`config.mk`:
```
export PLATFORM = sky130hd
export DESIGN_NAME = gb2312_font_rom_address_top
export DESIGN_NICKNAME = d
export VERILOG_FILES = /design/src/gfra_pkg.sv /design/src/gfra_cfg_regs.sv /design/src/gfra_addr_calc.sv /design/src/gb2312_font_rom_address_top.sv
export VERILOG_INCLUDE_DIRS = /design/src /design/src/src
export SDC_FILE = /design/constraint.sdc
export NUM_CORES = 1
export LEC_CHECK = 0
export BUFFER_PORTS_ARGS = -buffer_cell sky130_fd_sc_hd__buf_2
export CAP_MARGIN = 10
export CORE_MARGIN = 5
export CORE_UTILIZATION = 40
export CTS_CLUSTER_SIZE = 8
export DETAILED_ROUTE_END_ITERATION = 6
export PLACE_DENSITY = 0.53
export SLEW_MARGIN = 5
export SYNTH_ARGS = -nofsm -noshare
export SYNTH_HDL_FRONTEND = slang
export SYNTH_HIERARCHICAL = 1
export SYNTH_SLANG_ARGS = --single-unit
export TNS_END_PERCENT = 5
```
`constraint.sdc`:
```
create_clock -name clk -period 10.29 [get_ports clk]
set_input_delay 2.058 -clock clk [delete_from_list [all_inputs] [get_ports clk]]
set_output_delay 2.058 -clock clk [all_outputs]
set_load 0.03 [all_outputs]
```
`src/gb2312_font_rom_address_top_defines.svh`:
```
// Assertion helpers for the font-ROM address block.
// Both expect clk and rst_n in scope and stay quiet while reset is held.
`ifndef GB2312_FONT_ROM_ADDRESS_TOP_DEFINES_SVH
`define GB2312_FONT_ROM_ADDRESS_TOP_DEFINES_SVH

// Same-cycle implication
`define GFRA_ASSERT_NOW(lbl, ante, cons, msg) \
  lbl: assert property (@(posedge clk) disable iff (!rst_n) (ante) |-> (cons)) else $error(msg);

// Next-cycle implication
`define GFRA_ASSERT_NEXT(lbl, ante, cons, msg) \
  lbl: assert property (@(posedge clk) disable iff (!rst_n) (ante) |=> (cons)) else $error(msg);

`endif

```
`src/gfra_pkg.sv`:
```
package gfra_pkg;

  // Field widths
  localparam int unsigned ADDR_W    = 24;
  localparam int unsigned COUNT_W   = 6;
  localparam int unsigned ACTION_W  = 3;
  localparam int unsigned CODE_W    = 8;
  localparam int unsigned CFG_IDX_W = 3;

  // Default ROM address width
  localparam int unsigned ADDRESS_BITS_DEF = 24;

  // Request kinds
  typedef enum logic [ACTION_W-1:0] {
    ACT_GLYPH16 = 3'd0,
    ACT_GLYPH12 = 3'd1,
    ACT_ASCII16 = 3'd2,
    ACT_ASCII12 = 3'd3,
    ACT_UNICODE = 3'd4
  } action_t;

  // Configuration register indexes
  typedef enum logic [CFG_IDX_W-1:0] {
    CFG_GLYPH16_BASE    = 3'd0,
    CFG_GLYPH12_BASE    = 3'd1,
    CFG_ASCII16_BASE    = 3'd2,
    CFG_ASCII12_BASE    = 3'd3,
    CFG_TO_UNICODE_BASE = 3'd4
  } cfg_idx_t;

  // Table base addresses
  typedef struct packed {
    logic [ADDR_W-1:0] glyph16;
    logic [ADDR_W-1:0] glyph12;
    logic [ADDR_W-1:0] ascii16;
    logic [ADDR_W-1:0] ascii12;
    logic [ADDR_W-1:0] to_unicode;
  } bases_t;

  // One result item
  typedef struct packed {
    logic [ADDR_W-1:0]  rom_address;
    logic [COUNT_W-1:0] byte_count;
    logic               valid_res;
    logic               last;
  } res_t;

  // Code points and table offsets
  localparam logic [CODE_W-1:0] ZONE_A1    = 8'hA1;
  localparam logic [CODE_W-1:0] ZONE_A3    = 8'hA3;
  localparam logic [CODE_W-1:0] ZONE_A4    = 8'hA4;
  localparam logic [CODE_W-1:0] ZONE_A8    = 8'hA8;
  localparam logic [CODE_W-1:0] ZONE_A9    = 8'hA9;
  localparam logic [CODE_W-1:0] ZONE_B0    = 8'hB0;
  localparam logic [CODE_W-1:0] ZONE_F7    = 8'hF7;
  localparam logic [CODE_W-1:0] POS_F6     = 8'hF6;
  localparam logic [CODE_W-1:0] PRINT_LO   = 8'h20;
  localparam logic [CODE_W-1:0] PRINT_HI   = 8'h7E;
  localparam int unsigned       ROW_LEN    = 94;
  localparam int unsigned       G16_HAN    = 846;
  localparam int unsigned       G12_HAN    = 376;
  localparam int unsigned       G12_A9     = 282;
  localparam int unsigned       UNI_HAN    = 368;

  // Read lengths
  localparam logic [COUNT_W-1:0] CNT_G16 = 6'd32;
  localparam logic [COUNT_W-1:0] CNT_G12 = 6'd24;
  localparam logic [COUNT_W-1:0] CNT_A16 = 6'd16;
  localparam logic [COUNT_W-1:0] CNT_A12 = 6'd12;
  localparam logic [COUNT_W-1:0] CNT_UNI = 6'd2;
  localparam logic [COUNT_W-1:0] CNT_NONE = 6'd0;

endpackage

```
`src/gfra_cfg_regs.sv`:
```
module gfra_cfg_regs (
  input  logic                              clk,
  input  logic                              rst_n,
  input  logic                              wr_en,
  input  logic [gfra_pkg::CFG_IDX_W-1:0]    wr_idx,
  input  logic [gfra_pkg::ADDR_W-1:0]       wr_data,
  output gfra_pkg::bases_t                  bases
);

  gfra_pkg::bases_t bases_r;
  gfra_pkg::bases_t bases_nxt;

  // Register write decode; unknown indexes are dropped
  always_comb begin
    bases_nxt = bases_r;
    if (wr_en) begin
      unique case (gfra_pkg::cfg_idx_t'(wr_idx))
        gfra_pkg::CFG_GLYPH16_BASE:    bases_nxt.glyph16    = wr_data;
        gfra_pkg::CFG_GLYPH12_BASE:    bases_nxt.glyph12    = wr_data;
        gfra_pkg::CFG_ASCII16_BASE:    bases_nxt.ascii16    = wr_data;
        gfra_pkg::CFG_ASCII12_BASE:    bases_nxt.ascii12    = wr_data;
        gfra_pkg::CFG_TO_UNICODE_BASE: bases_nxt.to_unicode = wr_data;
        default:                       bases_nxt = bases_r;
      endcase
    end
  end

  always_ff @(posedge clk) begin
    if (!rst_n) begin
      bases_r <= '0;
    end else begin
      bases_r <= bases_nxt;
    end
  end

  assign bases = bases_r;

endmodule

```
`src/gfra_addr_calc.sv`:
```
module gfra_addr_calc #(
  parameter int unsigned ADDRESS_BITS = gfra_pkg::ADDRESS_BITS_DEF
) (
  input  logic [gfra_pkg::ACTION_W-1:0] action,
  input  logic [gfra_pkg::CODE_W-1:0]   code_high,
  input  logic [gfra_pkg::CODE_W-1:0]   code_low,
  input  gfra_pkg::bases_t              bases,
  output gfra_pkg::res_t                res0,
  output gfra_pkg::res_t                res1,
  output logic                          two
);

  localparam int unsigned OFF_W     = 18;
  localparam int unsigned IDX_W     = 13;
  localparam int unsigned ADDR_KEEP =
    (ADDRESS_BITS < gfra_pkg::ADDR_W) ? ADDRESS_BITS : gfra_pkg::ADDR_W;
  localparam logic [gfra_pkg::ADDR_W-1:0] ADDR_MASK =
    gfra_pkg::ADDR_W'((64'd1 << ADDR_KEEP) - 64'd1);

  // base + offset, wrapped to the ROM address width
  function automatic logic [gfra_pkg::ADDR_W-1:0] wrap_addr(
    input logic [gfra_pkg::ADDR_W-1:0] base,
    input logic [OFF_W-1:0]            off
  );
    logic [gfra_pkg::ADDR_W:0] sum;
    sum = {1'b0, base} + (gfra_pkg::ADDR_W+1)'(off);
    return sum[gfra_pkg::ADDR_W-1:0] & ADDR_MASK;
  endfunction

  function automatic gfra_pkg::res_t mk_res(
    input logic [gfra_pkg::ADDR_W-1:0]  addr,
    input logic [gfra_pkg::COUNT_W-1:0] cnt,
    input logic                         last
  );
    gfra_pkg::res_t r;
    r.rom_address = addr;
    r.byte_count  = cnt;
    r.valid_res   = 1'b1;
    r.last        = last;
    return r;
  endfunction

  function automatic logic printable(input logic [gfra_pkg::CODE_W-1:0] c);
    return (c >= gfra_pkg::PRINT_LO) && (c <= gfra_pkg::PRINT_HI);
  endfunction

  // 8x16 glyph offset of a printable byte
  function automatic logic [OFF_W-1:0] ascii16_off(input logic [gfra_pkg::CODE_W-1:0] c);
    logic [gfra_pkg::CODE_W-1:0] d;
    d = c - gfra_pkg::PRINT_LO;
    return OFF_W'({d, 4'b0000});
  endfunction

  gfra_pkg::res_t              invalid_res;
  logic                        lo_ok;
  logic [6:0]                  lo_off;
  logic [6:0]                  row_sym;
  logic [6:0]                  row_han;
  logic [IDX_W-1:0]            sym_idx;
  logic [IDX_W-1:0]            han_idx;
  logic                        hi_a1_a9;
  logic                        hi_a1_a3;
  logic                        hi_a4_a8;
  logic                        hi_a9;
  logic                        hi_han;
  logic [gfra_pkg::CODE_W-1:0] lo_rel;
  logic                        pair_ok;
  logic [IDX_W-1:0]            uni_idx;

  assign invalid_res = '{rom_address: '0, byte_count: gfra_pkg::CNT_NONE,
                         valid_res: 1'b0, last: 1'b1};

  // Zone decode and the row*94+position indexes
  assign lo_ok    = code_low >= gfra_pkg::ZONE_A1;
  assign lo_off   = 7'(code_low - gfra_pkg::ZONE_A1);
  assign row_sym  = 7'(code_high - gfra_pkg::ZONE_A1);
  assign row_han  = 7'(code_high - gfra_pkg::ZONE_B0);
  assign sym_idx  = IDX_W'(row_sym) * IDX_W'(gfra_pkg::ROW_LEN) + IDX_W'(lo_off);
  assign han_idx  = IDX_W'(row_han) * IDX_W'(gfra_pkg::ROW_LEN) + IDX_W'(lo_off);
  assign hi_a1_a9 = (code_high >= gfra_pkg::ZONE_A1) && (code_high <= gfra_pkg::ZONE_A9);
  assign hi_a1_a3 = (code_high >= gfra_pkg::ZONE_A1) && (code_high <= gfra_pkg::ZONE_A3);
  assign hi_a4_a8 = (code_high >= gfra_pkg::ZONE_A4) && (code_high <= gfra_pkg::ZONE_A8);
  assign hi_a9    = code_high == gfra_pkg::ZONE_A9;
  assign hi_han   = (code_high >= gfra_pkg::ZONE_B0) && (code_high <= gfra_pkg::ZONE_F7);
  assign lo_rel   = code_low - gfra_pkg::PRINT_LO;
  assign pair_ok  = printable(code_high) && printable(code_low);

  // Unicode table index; codes outside the zones use entry zero
  always_comb begin
    uni_idx = '0;
    if (hi_a1_a3 && lo_ok) begin
      uni_idx = sym_idx;
    end else if (hi_a9 && lo_ok && (code_low <= gfra_pkg::POS_F6)) begin
      uni_idx = IDX_W'(gfra_pkg::G12_A9) + IDX_W'(lo_off);
    end else if (hi_han && lo_ok) begin
      uni_idx = han_idx + IDX_W'(gfra_pkg::UNI_HAN);
    end
  end

  // Per-kind result selection
  always_comb begin
    logic glyph_hit;
    logic [OFF_W-1:0] off;
    glyph_hit = 1'b0;
    off  = '0;
    res0 = invalid_res;
    res1 = invalid_res;
    two  = 1'b0;
    unique case (gfra_pkg::action_t'(action))
      gfra_pkg::ACT_GLYPH16: begin
        if (hi_a4_a8 && lo_ok) begin
          glyph_hit = 1'b1;
          off = '0;
        end else if (hi_a1_a9 && lo_ok) begin
          glyph_hit = 1'b1;
          off = OFF_W'({sym_idx, 5'b00000});
        end else if (hi_han && lo_ok) begin
          glyph_hit = 1'b1;
          off = OFF_W'({han_idx + IDX_W'(gfra_pkg::G16_HAN), 5'b00000});
        end
        if (glyph_hit) begin
          res0 = mk_res(wrap_addr(bases.glyph16, off), gfra_pkg::CNT_G16, 1'b1);
        end
      end
      gfra_pkg::ACT_GLYPH12: begin
        if (hi_a1_a3 && lo_ok) begin
          glyph_hit = 1'b1;
          off = OFF_W'(sym_idx) * OFF_W'(gfra_pkg::CNT_G12);
        end else if (hi_a9 && lo_ok) begin
          glyph_hit = 1'b1;
          off = (OFF_W'(gfra_pkg::G12_A9) + OFF_W'(lo_off)) * OFF_W'(gfra_pkg::CNT_G12);
        end else if (hi_han && lo_ok) begin
          glyph_hit = 1'b1;
          off = (OFF_W'(han_idx) + OFF_W'(gfra_pkg::G12_HAN)) * OFF_W'(gfra_pkg::CNT_G12);
        end
        if (glyph_hit) begin
          res0 = mk_res(wrap_addr(bases.glyph12, off), gfra_pkg::CNT_G12, 1'b1);
        end
      end
      gfra_pkg::ACT_ASCII16: begin
        if (printable(code_low)) begin
          res0 = mk_res(wrap_addr(bases.ascii16, ascii16_off(code_low)),
                        gfra_pkg::CNT_A16, 1'b1);
        end
      end
      gfra_pkg::ACT_ASCII12: begin
        if (printable(code_low)) begin
          off  = OFF_W'(lo_rel) * OFF_W'(gfra_pkg::CNT_A12);
          res0 = mk_res(wrap_addr(bases.ascii12, off), gfra_pkg::CNT_A12, 1'b1);
        end
      end
      gfra_pkg::ACT_UNICODE: begin
        off  = OFF_W'({uni_idx, 1'b0});
        res0 = mk_res(wrap_addr(bases.to_unicode, off), gfra_pkg::CNT_UNI, 1'b1);
      end
      default: begin
        res0 = invalid_res;
      end
    endcase

    // Unmapped GB2312 code: one 8x16 glyph per byte if both bytes are printable, else invalid
    if (((gfra_pkg::action_t'(action) == gfra_pkg::ACT_GLYPH16) ||
         (gfra_pkg::action_t'(action) == gfra_pkg::ACT_GLYPH12)) && !glyph_hit) begin
      if (pair_ok) begin
        two  = 1'b1;
        res0 = mk_res(wrap_addr(bases.ascii16, ascii16_off(code_high)),
                      gfra_pkg::CNT_A16, 1'b0);
        res1 = mk_res(wrap_addr(bases.ascii16, ascii16_off(code_low)),
                      gfra_pkg::CNT_A16, 1'b1);
      end else begin
        res0 = invalid_res;
      end
    end
  end

endmodule

```
`src/gb2312_font_rom_address_top.sv`:
```
// Channel  Direction  Handshake             Carries
// in_      input      in_valid / in_stall   action, code_high, code_low
// out_     output     out_valid / out_stall rom_address, byte_count, valid_res, last
// cfg_     input      cfg_valid / cfg_ready cfg_index, cfg_data (table base addresses)
//
// One request per cycle while in_stall is low; an unmapped GB2312 code that
// falls back to two ASCII glyph reads holds the input register until the
// second read is loaded. Path: input register, address logic, result register.
// rst_n is synchronous; it clears the valid flags and all base registers to 0.
// out_stall holds the result register; the input register still takes a
// request; in_stall rises once that one is held too, or for a fallback pair.
`include "gb2312_font_rom_address_top_defines.svh"

module gb2312_font_rom_address_top #(
  parameter int unsigned ADDRESS_BITS = gfra_pkg::ADDRESS_BITS_DEF
) (
  input  logic                               clk,
  input  logic                               rst_n,
  // request channel
  input  logic                               in_valid,
  output logic                               in_stall,
  input  logic [gfra_pkg::ACTION_W-1:0]      in_action,
  input  logic [gfra_pkg::CODE_W-1:0]        in_code_high,
  input  logic [gfra_pkg::CODE_W-1:0]        in_code_low,
  // result channel
  output logic                               out_valid,
  input  logic                               out_stall,
  output logic [gfra_pkg::ADDR_W-1:0]        out_rom_address,
  output logic [gfra_pkg::COUNT_W-1:0]       out_byte_count,
  output logic                               out_valid_res,
  output logic                               out_last,
  // configuration
  input  logic                               cfg_valid,
  output logic                               cfg_ready,
  input  logic [gfra_pkg::CFG_IDX_W-1:0]     cfg_index,
  input  logic [gfra_pkg::ADDR_W-1:0]        cfg_data
);

  gfra_pkg::bases_t bases;
  gfra_pkg::res_t   res0;
  gfra_pkg::res_t   res1;
  logic             two;

  logic                          s1_valid_r, s1_valid_nxt;
  logic                          phase_r, phase_nxt;
  logic [gfra_pkg::ACTION_W-1:0] s1_action_r;
  logic [gfra_pkg::CODE_W-1:0]   s1_hi_r;
  logic [gfra_pkg::CODE_W-1:0]   s1_lo_r;
  logic                          out_valid_r, out_valid_nxt;
  gfra_pkg::res_t                out_res_r;

  logic out_load;
  logic s1_done;
  logic in_xfer;

  // Configuration registers
  assign cfg_ready = 1'b1;

  gfra_cfg_regs u_cfg (
    .clk     (clk),
    .rst_n   (rst_n),
    .wr_en   (cfg_valid && cfg_ready),
    .wr_idx  (cfg_index),
    .wr_data (cfg_data),
    .bases   (bases)
  );

  // Address logic between the two registers
  gfra_addr_calc #(
    .ADDRESS_BITS (ADDRESS_BITS)
  ) u_calc (
    .action    (s1_action_r),
    .code_high (s1_hi_r),
    .code_low  (s1_lo_r),
    .bases     (bases),
    .res0      (res0),
    .res1      (res1),
    .two       (two)
  );

  // Flow control
  assign out_load = !out_valid_r || !out_stall;
  assign s1_done  = s1_valid_r && out_load && (!two || phase_r);
  assign in_stall = s1_valid_r && !s1_done;
  assign in_xfer  = in_valid && !in_stall;

  always_comb begin
    s1_valid_nxt = s1_valid_r;
    if (in_xfer) begin
      s1_valid_nxt = 1'b1;
    end else if (s1_done) begin
      s1_valid_nxt = 1'b0;
    end

    phase_nxt = phase_r;
    if (s1_done) begin
      phase_nxt = 1'b0;
    end else if (s1_valid_r && out_load && two) begin
      phase_nxt = 1'b1;
    end

    out_valid_nxt = out_load ? s1_valid_r : out_valid_r;
  end

  always_ff @(posedge clk) begin
    if (!rst_n) begin
      s1_valid_r  <= 1'b0;
      phase_r     <= 1'b0;
      out_valid_r <= 1'b0;
    end else begin
      s1_valid_r  <= s1_valid_nxt;
      phase_r     <= phase_nxt;
      out_valid_r <= out_valid_nxt;
    end
  end

  // Payload registers
  always_ff @(posedge clk) begin
    if (in_xfer) begin
      s1_action_r <= in_action;
      s1_hi_r     <= in_code_high;
      s1_lo_r     <= in_code_low;
    end
    if (out_load && s1_valid_r) begin
      out_res_r <= phase_r ? res1 : res0;
    end
  end

  assign out_valid       = out_valid_r;
  assign out_rom_address = out_res_r.rom_address;
  assign out_byte_count  = out_res_r.byte_count;
  assign out_valid_res   = out_res_r.valid_res;
  assign out_last        = out_res_r.last;

  // Checks
  `GFRA_ASSERT_NOW(a_phase_needs_item, phase_r, s1_valid_r,
    "second half pending with no request held")
  `GFRA_ASSERT_NOW(a_invalid_is_last, out_valid_r && !out_res_r.valid_res,
    out_res_r.last && (out_res_r.byte_count == gfra_pkg::CNT_NONE),
    "invalid result not final or has a length")
  `GFRA_ASSERT_NEXT(a_pair_follows, out_valid_r && !out_stall && !out_res_r.last,
    out_valid_r && out_res_r.last, "second fallback read did not follow")
  `GFRA_ASSERT_NOW(a_stall_when_full, in_stall, s1_valid_r && (out_valid_r || two),
    "input stalled while a stage is free")

endmodule
```
Word-level counts from Yosys, hierarchy flattened
Cells that the tools add are included.
W data, S select, Z words.
- mux-type cells: 33
- bitwise operators: 1
- $lt $le $gt $ge: 13
- reduce and logical (&&, ||, !) cells: 37
- multipliers: 6
- add/sub/neg operators: 18
- divide/modulo/power cells: 0
- eq/ne operators: 9
- shift-type cells: 0
- operator list (operator ; number):
    $mux W32 ; 9
    $pmux W32 S5 ; 1
    $mux W18 ; 8
    $add A24 B12 Y24 ; 3
    $add A24 B18 Y24 ; 2
    $le A8 B8 Y1 const B ; 5
    $mux W13 ; 3
    $mul A18 B2 Y15 const B ; 2
    $ge A8 B8 Y1 const B ; 4
    $add A13 B7 Y13 ; 2
    $add A24 B14 Y24 ; 1
    $mul A7 B6 Y12 const B ; 2
    $sub A7 B6 Y7 const B ; 3
    $add A9 B7 Y10 const A ; 2
    $logic_and A1 B1 Y1 ; 19
    $ge A8 B6 Y1 const B ; 2
    $le A8 B7 Y1 const B ; 2
    $sub A8 B6 Y8 const B ; 2
    $mul A13 B2 Y15 const B ; 1
    $add A13 B9 Y14 const B ; 1
    $add A13 B10 Y13 const B ; 1
    $add A13 B9 Y13 const B ; 1
    $eq A3 B2 Y1 const B ; 4
    $mux W1 ; 11
    other kinds (12) ; 26
- ROM bits: 0
- memories kept: 0
- bits in latches: 0
- RAM bits: 0
- output and inout port bits: 35
- word-level logic and storage cells: 132
- flip-flop bits (word level): 174
- input port bits: 51

Logic depth before layout (Yosys ltp)
Gate-level depths: netlist (run 1).
- word-level depth: 19
- depth in mapped cells: 34
- depth with buffers taken out: 33

Cells and area by module
Netlist (run 1), hierarchy kept.
- by module, submodules not included (module ; cells each ; times used ; sequential area each (µm²) ; area an instance (µm²)):
    gfra_addr_calc ; 1522 ; 1 ; 0.0 ; 11318.4
    gfra_cfg_regs ; 420 ; 1 ; 2402.3 ; 4456.8
    gb2312_font_rom_address_top ; 102 ; 1 ; 1591.5 ; 2182.1

Worst setup path after synthesis (run 1)
OpenSTA, ideal clock, no wires.
- kind: reg2reg
- from: reg s1_hi_r[2] (netlist name)
- to: reg out_res_r (netlist bit out_rom_address[17]), data pin
- arrival: 7.688 ns
- path buffers: 0
- clock period less this slack: 7.948 ns
- stages on the path, launching flop included: 32
- required time: 10.030 ns
- library setup time: 0.260 ns
- slack: 2.342 ns
- path through: edfxtp_1 > inv_1 > ha_1 > a21boi_0 > nand3_1 > xnor2_1 > fa_1 > ha_1 > inv_1 > fa_1 > inv_1 > ha_1 > xnor2_1 > ha_1 > a21oi_1 > nor4b_1 > nand3_1 > xnor2_1 > ha_1 > and3_1 > a211oi_1 > xor2_1 > o22ai_1 > ha_1 > a21o_1 > a21o_1 > a21oi_1 > nand2_1 > xnor2_1 > o22ai_1 > a2111o_1 > mux2_4
- RTL lines (what ; line ; source):
    start, declared ; gb2312_font_rom_address_top.sv:47 ; logic [gfra_pkg::CODE_W-1:0] s1_hi_r;
    start signal, assigned ; gb2312_font_rom_address_top.sv:121 ; s1_hi_r <= in_code_high;
    end signal, assigned ; gb2312_font_rom_address_top.sv:125 ; out_res_r <= phase_r ? res1 : res0;
    end, declared ; gb2312_font_rom_address_top.sv:50 ; gfra_pkg::res_t out_res_r;

==> results of run 1 <==
[final cells by class]
| class | count | area (um2) |
|---|---|---|
| well taps | 592 | 741 |
| clock inverters | 13 | 155 |
| multi-input cells | 1664 | 13000 |
| fillers | 4490 | 24900 |
| repair buffers | 103 | 566 |
| flip-flops and latches | 174 | 4000 |
| clock buffers | 19 | 433 |
| inverters | 128 | 480 |
[metrics by stage]
stage / util / total power [mW] / area, um2
global route: 0.437 / 7.76 / 19400
finish: 0.437 / 7.10 / 19400
CTS: 0.437 / 7.11 / 19400
floorplan: - / 5.09 / 18000
detailed placement: 0.424 / 6.40 / 18800
global placement: 0.424 / 6.35 / 18800
[cells in the final DEF (no fill, tap or decap), drive strengths merged, types with 7 or more instances in the layout]
cell type  netlist  routed
buf             53     103
and3            23      23
nand3           34      34
clkbuf          30      19
conb             3       8
nor2b           15      15
or3              7       7
nand2          248     248
o21bai          27      27
and2            22      22
or2             10      10
nor2           112     112
nor3            22      22
a211oi          34      34
a21o            39      39
ha             205     205
fa              36      36
mux2i          127     127
xnor2          123     123
dfxtp          123     123
o21a            33      33
nand4b           7       7
o31ai            8       8
o22ai           11      11
a221o            9       9
a31oi           15      15
edfxtp          51      51
mux2            34      34
a221oi          13      13
xor2            72      72
o211ai          15      15
nand4           19      19
o21ai           83      83
a2111oi          7       7
inv            128     133
nand2b          10      10
a22oi           11      11
a21oi          107     107
a21boi           7       7
o221ai          17      17
[worst register-to-register path, delay by kind of cell (launching register included)]
family,cells,cell delay (ps)
AND/OR/NAND/NOR,5,1090
flip-flops,1,570
multiplexers,1,260
AO/OA/AOI/OAI,9,2120
XOR/XNOR,5,1420
buffers and inverters,3,490
adder cells (fa/ha/maj),8,2990
[power breakdown]
part	leakage [nW]	internal (mW)	switching (mW)
Sequential	1.48	0.732	0.0273
Clock	0.277	0.363	0.306
Combinational	6.87	2.27	3.39
[synth_stat cells (29+ instances only)]
master	number	area, um2
nand3_1	32	160
mux2_4	29	435
a211oi_1	32	240
a21o_1	39	293
xnor2_1	121	1060
mux2i_1	127	1270
xor2_1	70	613
clkbuf_1	30	113
o21a_1	33	248
o21ai_0	76	380
inv_1	128	480
nor2_1	112	420
nand2_1	248	931
fa_1	36	721
edfxtp_1	51	1530
dfxtp_1	123	2460
a21oi_1	107	536
ha_1	205	2560
[flip-flops by register name, indices dropped and copies added, names as in the netlist]
| name | cells |
|---|---|
| phase_r | 1 |
| out_valid_res | 1 |
| s1_action_r | 3 |
| out_valid | 1 |
| out_byte_count | 6 |
| s1_lo_r | 8 |
| u_cfg/bases | 120 |
| s1_valid_r | 1 |
| out_last | 1 |
| s1_hi_r | 8 |
| out_rom_address | 24 |
[worst min-delay path by stage]
| stage | startpoint | end | slack (ps) | depth (start not counted) |
|---|---|---|---|---|
| global route | u_cfg/bases[105]$_SDFFE_PN0P_ | u_cfg/bases[105]$_SDFFE_PN0P_ | 480 | 2 |
| finish | u_cfg/bases[72]$_SDFFE_PN0P_ | u_cfg/bases[72]$_SDFFE_PN0P_ | 460 | 2 |
| detailed placement | u_cfg/bases[72]$_SDFFE_PN0P_ | u_cfg/bases[72]$_SDFFE_PN0P_ | 450 | 2 |
| CTS | u_cfg/bases[72]$_SDFFE_PN0P_ | u_cfg/bases[72]$_SDFFE_PN0P_ | 460 | 2 |
| global placement | u_cfg/bases[73]$_SDFFE_PN0P_ | u_cfg/bases[73]$_SDFFE_PN0P_ | 440 | 2 |
| floorplan | u_cfg/bases[72]$_SDFFE_PN0P_ | u_cfg/bases[72]$_SDFFE_PN0P_ | 430 | 2 |
[layer usage]
metal	GRT usage	wire length, um	up-vias
met5	0	0	-
met4	0.0658	1320	0
met3	0.0221	2280	65
met2	0.375	26800	380
met1	0.316	26900	7384
li1	-	-	7426
[cell families (layout without fill, tap and decap cells)]
group / Yosys count / in the layout
buffers and inverters: 211 / 263
DFF: 174 / 174
adders and majority gates: 241 / 241
AOI/OAI and AO/OA: 494 / 494
muxes: 161 / 161
and+or+nand+nor: 564 / 564
other: 3 / 8
xor gates and xnor gates: 196 / 196
==> results.md, run 1 <==
* Final period utilization at 0.894
* Critical Path Stages at 31
* DRC viols at 0
* Skew-Pair Late Insertion Delay at 460 ps
* Hold_buf cts at 0
* Critical Path RT at 10490 ps
* Synth Register Bits at 174
* Via Count at 15255
* DRT iter0 DRCs at 1299
* Most common flop cell mapped by yosys: dfxtp_1
* Total GRT Usage at 0.227
* P&R area growth vs syn at 7.89%
* RSZ-0062 raised after global routing: no
* Synth Cell Area at 18000 um2
* Starting Density at 0.405
* Peak supply drop at 539 uV
* Die area at 49200 um2
* Fraction of the mapped netlist area in adder cells at 0.183
* Post_cts resized at 0
* ANT cells at 0
* HP Class: register to register
* Mux share of post-synthesis cell area at 0.0982
* Final HPWL DP at 45.3 mm
* Clock buffer count from CTS at 17
* CTS sink cnt at 174
* Final worst setup slack at 1100 ps
* Worst slew pin tran at 1120 ps
* F_max at 0.109 GHz
* Final count of negative-setup-slack endpoints at 0
* Max incr delay on CP at 570 ps
* Buffers and inverters on the worst path at 3
* Leakage at 8.62 nW
* First-pass GRT wire length at 88.3 mm
* R2r setup slk at 1100 ps
* CTS H-tree depth at 4
* RR Startpoint: s1_hi_r[2]$_DFFE_PP_
* Slew headroom at 0.251
* Sequential cell area fraction in the yosys report at 0.222
* Worst path slowest cell: edfxtp_1
* Most used cell, CP: ha_1
* Drt via density at 5.66
* CP Class: register to register
* Final nets at 2380
* Initial antenna violation count at 0
* FP Rows at 77
* Setup crit start: s1_hi_r[2]$_DFFE_PP_
* Pre-CTS setup slack at 1160 ps
* Reg2Reg Depth at 31
* Vias in the first global route at 14910
* Core footprint at 44300 um2
* Status: finished, final reports clean
* Mean Syn Cell Area at 8.79 um2
* Critical path startpoint category: register
* Clock Tree Buf Depth at 2
* Avg WL per Cell at 21.3 um
* Post-route insts no fill at 2693
* Crit end category: register
* Routability-driven placement congestion ratio at 0.940
* YS warnings at 6
* Compound-gate portion of the synthesized area at 0.190
* DR pass1 iterations at 6
* DRT Wirelength at 57.3 mm
* Worst-path clk slew at 70 ps
* Congestion Overflow GR at 0
* PD cells at 366 nW/um2
* RR Endpoint: out_rom_address[23]$_DFFE_PP_
* Final ANT Viol Nets at 0
* Die Wd at 222 um
* Hold Slack at 460 ps
* Post-Syn Instances at 2044
* Post-synth ARST share at 0
* Final setup skew at 10.7 ps
* Buffer count from post-CTS setup fixing at 0
* Worst setup path endpoint: out_rom_address[23]$_DFFE_PP_
* Num ports at 86
* CP Max Fanout at 9
* Number of max-cap violations at 0
* Synth unique cells at 94
* TritonCTS clock tree: built
* Final Critical Period at 9190 ps
* Placed cells at 2661
* Clock Tree Root: clkbuf_16
* Largest net degree at the start of global routing at 58
* Main combinational cell family by area after synthesis: compound AO/OA/AOI/OAI gates
* Setup TNS at 0 ps
* Number of flops mapped to enable cells by yosys at 51
* Final Hold Viols at 0
* Pins Over Slew Limit at 0
* Simple-gate share of the synthesized area at 0.151
* Top delay family on crit path: adder cells
* I/O Buffers at 84
* Post-Synth XOR/XNOR Area at 0.0980
* Arr. time, crit path at 9400 ps
* Fraction of layout cells with a size suffix above 1 at 0.102
* Die Y at 222 um
Note: power is estimated with default switching activity, not from simulation.
==> run 2: changes to the inputs <==
- ABC_AREA: not set -> 1
==> run 2 against run 1 <==
  * Combinational power fell by 16%
  * Cell count rose by 32%
  * Flip-flop and latch count did not move
  * Wire length rose by 21%
  * Synthesized area rose by 5.0%
  * Critical path depth rose by 12
  * Fmax rose by 6.7%
  * Die area rose by 4.8%
  * Clock power rose by 1%
  * Via count rose by 26%
  * Clock skew rose by 5.5 ps
  * Highest routed layer unchanged
==> results.md, run 2 <==
* Status: finished, final reports clean
* ANT cells at 0 (unchanged)
* FP Rows at 79 (+2.6%)
* Mux share of post-synthesis cell area at 0.000531 (-0.0976)
* HP Class: register to register
* Simple-gate share of the synthesized area at 0.342 (+0.191)
* Clock buffer count from CTS at 17 (unchanged)
* Buffers and inverters on the worst path at 5 (+2)
* Final ANT Viol Nets at 0 (unchanged)
* Initial antenna violation count at 0 (unchanged)
* Post_cts resized at 0 (unchanged)
* Final period utilization at 0.837 (-0.0563)
* Worst path slowest cell: edfxtp_1
* Critical Path RT at 10510 ps (+20 ps)
* Clock Tree Buf Depth at 2 (unchanged)
* GR Util met2 at 0.404 (+0.0290)
* Num ports at 86 (unchanged)
* First-pass GRT wire length at 105 mm (+19%)
* Largest net degree at the start of global routing at 97 (+67%)
* Vias in the first global route at 17637 (+18%)
* Skew-Pair Late Insertion Delay at 470 ps (about the same)
* Main combinational cell family by area after synthesis: simple AND/OR/NAND/NOR gates
* Congestion Overflow GR at 0 (unchanged)
* YS warnings at 6 (unchanged)
* Count leader, synth: nand2_1
* CTS H-tree depth at 4 (unchanged)
* Largest register FFs at 120 (unchanged)
* Avg WL per Cell at 19.5 um (-8.4%)
* DR pass1 iterations at 7 (+1)
* Buffer count from post-CTS setup fixing at 0 (unchanged)
* RSZ-0062 raised after global routing: no
* Critical Path Stages at 43 (+39%)
* Die Y at 227 um (+2.4%)
* Crit end category: register
* Routability-driven placement congestion ratio at 0.934 (-0.62%)
* Commonest non-fill, non-tap cell in the layout: nand2_1
* Post-Synth XOR/XNOR Area at 0.0464 (-0.0516)
* I/O Buffers at 84 (unchanged)
* Tot Pwr at 6.23 mW (-12%)
* Via Count at 19259 (+26%)
* Compound-gate portion of the synthesized area at 0.124 (-0.0662)
* Setup TNS at 0 ps (unchanged)
* Hold_buf cts at 0 (unchanged)
* Final HPWL DP at 53.7 mm (+19%)
* Max incr delay on CP at 640 ps (+70 ps)
* CP Class: register to register
* Starting Density at 0.405 (about the same)
* Final setup skew at 16.1 ps (+5.45 ps)
* Number of flops mapped to enable cells by yosys at 51 (unchanged)
* Top delay family on crit path: adder cells
* Most common flop cell mapped by yosys: dfxtp_1
* Post-synth ARST share at 0 (unchanged)
* Pins Over Slew Limit at 0 (unchanged)
* P&R area growth vs syn at 7.18%
* Post-synth top area share at 0.138 (-0.00508)
* DRT Wirelength at 69.2 mm (+21%)
* Most used cell, CP: nand2_1
* GRT busiest layer: met2
* Synth cell count leaders: 692 x nand2_1, 418 x nor2_1, 341 x inv_1
* Peak supply drop at 535 uV (-0.76%)
* CTS sink cnt at 174 (unchanged)
* Fraction of layout cells with a size suffix above 1 at 0.0697 (-0.0327)
* CP Max Fanout at 12 (+3)
* Die Wd at 227 um (+2.4%)
* Largest cells by area after synthesis: nand2_1 14%, ha_1 14%, dfxtp_1 13%
* Die area at 51600 um2 (+4.8%)
* Core footprint at 46600 um2 (+5.1%)
* Arr. time, crit path at 8840 ps (-560 ps)
* Final Critical Period at 8620 ps (-579 ps)
* Final count of negative-setup-slack endpoints at 0 (unchanged)
* Reg2Reg Depth at 43 (+39%)
* Drt via density at 5.43 (-4.2%)
* Worst slew pin tran at 1150 ps (+23.9 ps)
* Grt met3 use at 0.0395 (+0.0173)
* Sequential cell area fraction in the yosys report at 0.212 (-0.0106)
* Most frequent cells in the layout: 692 x nand2_1, 416 x nor2_1, 341 x inv_1, 272 x nand3_1, 205 x ha_1
* Fraction of the mapped netlist area in adder cells at 0.174 (-0.00872)
* Worst-path clk slew at 80 ps (about the same)
* Fillers at 4879 (+8.7%)
* DRT iter0 DRCs at 2059 (+59%)
* Placement Cell Area at 19600 um2 (+4.4%)
* DRC viols at 0 (unchanged)
* Post-Syn Instances at 2898 (+42%)
* Hold Slack at 487 ps (+26.1 ps)
* F_max at 0.116 GHz (+6.7%)
* Hold path depth at 2 (unchanged)
* Fin area at 20200 um2 (+4.3%)
* Post-route insts no fill at 3550 (+32%)
* Critical path startpoint category: register
* Mean Syn Cell Area at 6.51 um2 (-26%)
* Clock Tree Root: clkbuf_16
* Total GRT Usage at 0.265 (+0.0384)
* TritonCTS clock tree: built
* Synth unique cells at 59 (-37%)
* PD cells at 308 nW/um2 (-16%)
* Final nets at 3222 (+35%)
* Number of max-cap violations at 0 (unchanged)
* Global-route track usage on met1 at 0.402 (+0.0862)
* Slew headroom at 0.236 (-0.0159)
* Synth Cell Area at 18900 um2 (+5.0%)
* Leading area contributor after synthesis: nand2_1
* Leakage at 9.94 nW (+15%)
* Synth Register Bits at 174 (unchanged)
* Placed cells at 3518 (+32%)
* Final Hold Viols at 0 (unchanged)
## run 2: changes by cell type after synthesis, moves of 60 or more
cell	delta
mux2i_1	-126
nand3_1	+240
nor2_1	+306
nand2_1	+444
a21oi_1	+60
inv_1	+213
xnor2_1	-88
## run 2: worst paths after layout
| kind | from | end | slack (ps) |
|---|---|---|---|
| max | s1_hi_r[2]$_DFFE_PP_ | out_rom_address[22]$_DFFE_PP_ | 1670 |
| min | u_cfg/bases[74]$_SDFFE_PN0P_ | u_cfg/bases[74]$_SDFFE_PN0P_ | 490 |
| max reg2reg | s1_hi_r[2]$_DFFE_PP_ | out_rom_address[22]$_DFFE_PP_ | 1670 |
| min reg2reg | u_cfg/bases[74]$_SDFFE_PN0P_ | u_cfg/bases[74]$_SDFFE_PN0P_ | 490 |
## run 2: layout make-up
cell class,count,area (um2),share of cell area
clock buffers,17,425,0.0211
clock inverters,15,164,0.00811
inverters,363,1370,0.0678
multi-input cells,2281,13000,0.644
flip-flops and latches,174,3990,0.198
well taps,607,759,0.0376
repair buffers,93,490,0.0243
## run 2: kinds of logic after synthesis
| family | after synthesis |
|---|---|
| buffers and inverters | 448 |
| AND/OR/NAND/NOR | 1518 |
| flip-flops | 174 |
| other | 3 |
| adder cells (fa/ha/maj) | 241 |
| AO/OA/AOI/OAI | 413 |
| XOR/XNOR | 100 |
| multiplexers | 1 |
## run 2: tightest hold or removal path, stage by stage, from the launching register on
cell,delay [ps]
dfxtp_1,310
nor2_1,90
nor2_1,50
## run 2: per-stage QoR
stage / util / setup WS, ps
after floorplan: - / 3120
after global placement: 0.421 / 1710
after detailed placement: 0.421 / 1690
after CTS: 0.434 / 1680
after global routing: 0.434 / 886
final: 0.434 / 1670
## run 2: report_power, final
group / internal [mW] / leakage (nW) / total [mW] / switching (mW)
clock network: 0.362 / 0.281 / 0.676 / 0.314
registers: 0.736 / 1.50 / 0.768 / 0.0316
logic: 1.62 / 8.16 / 4.79 / 3.16
total: 2.72 / 9.94 / 6.23 / 3.51
## run 2: layer usage
metal	part of all wire	wire, um
met1	0.48	33200
met2	0.43	29600
met3	0.077	5360
met4	0.015	1060
met5	0	0
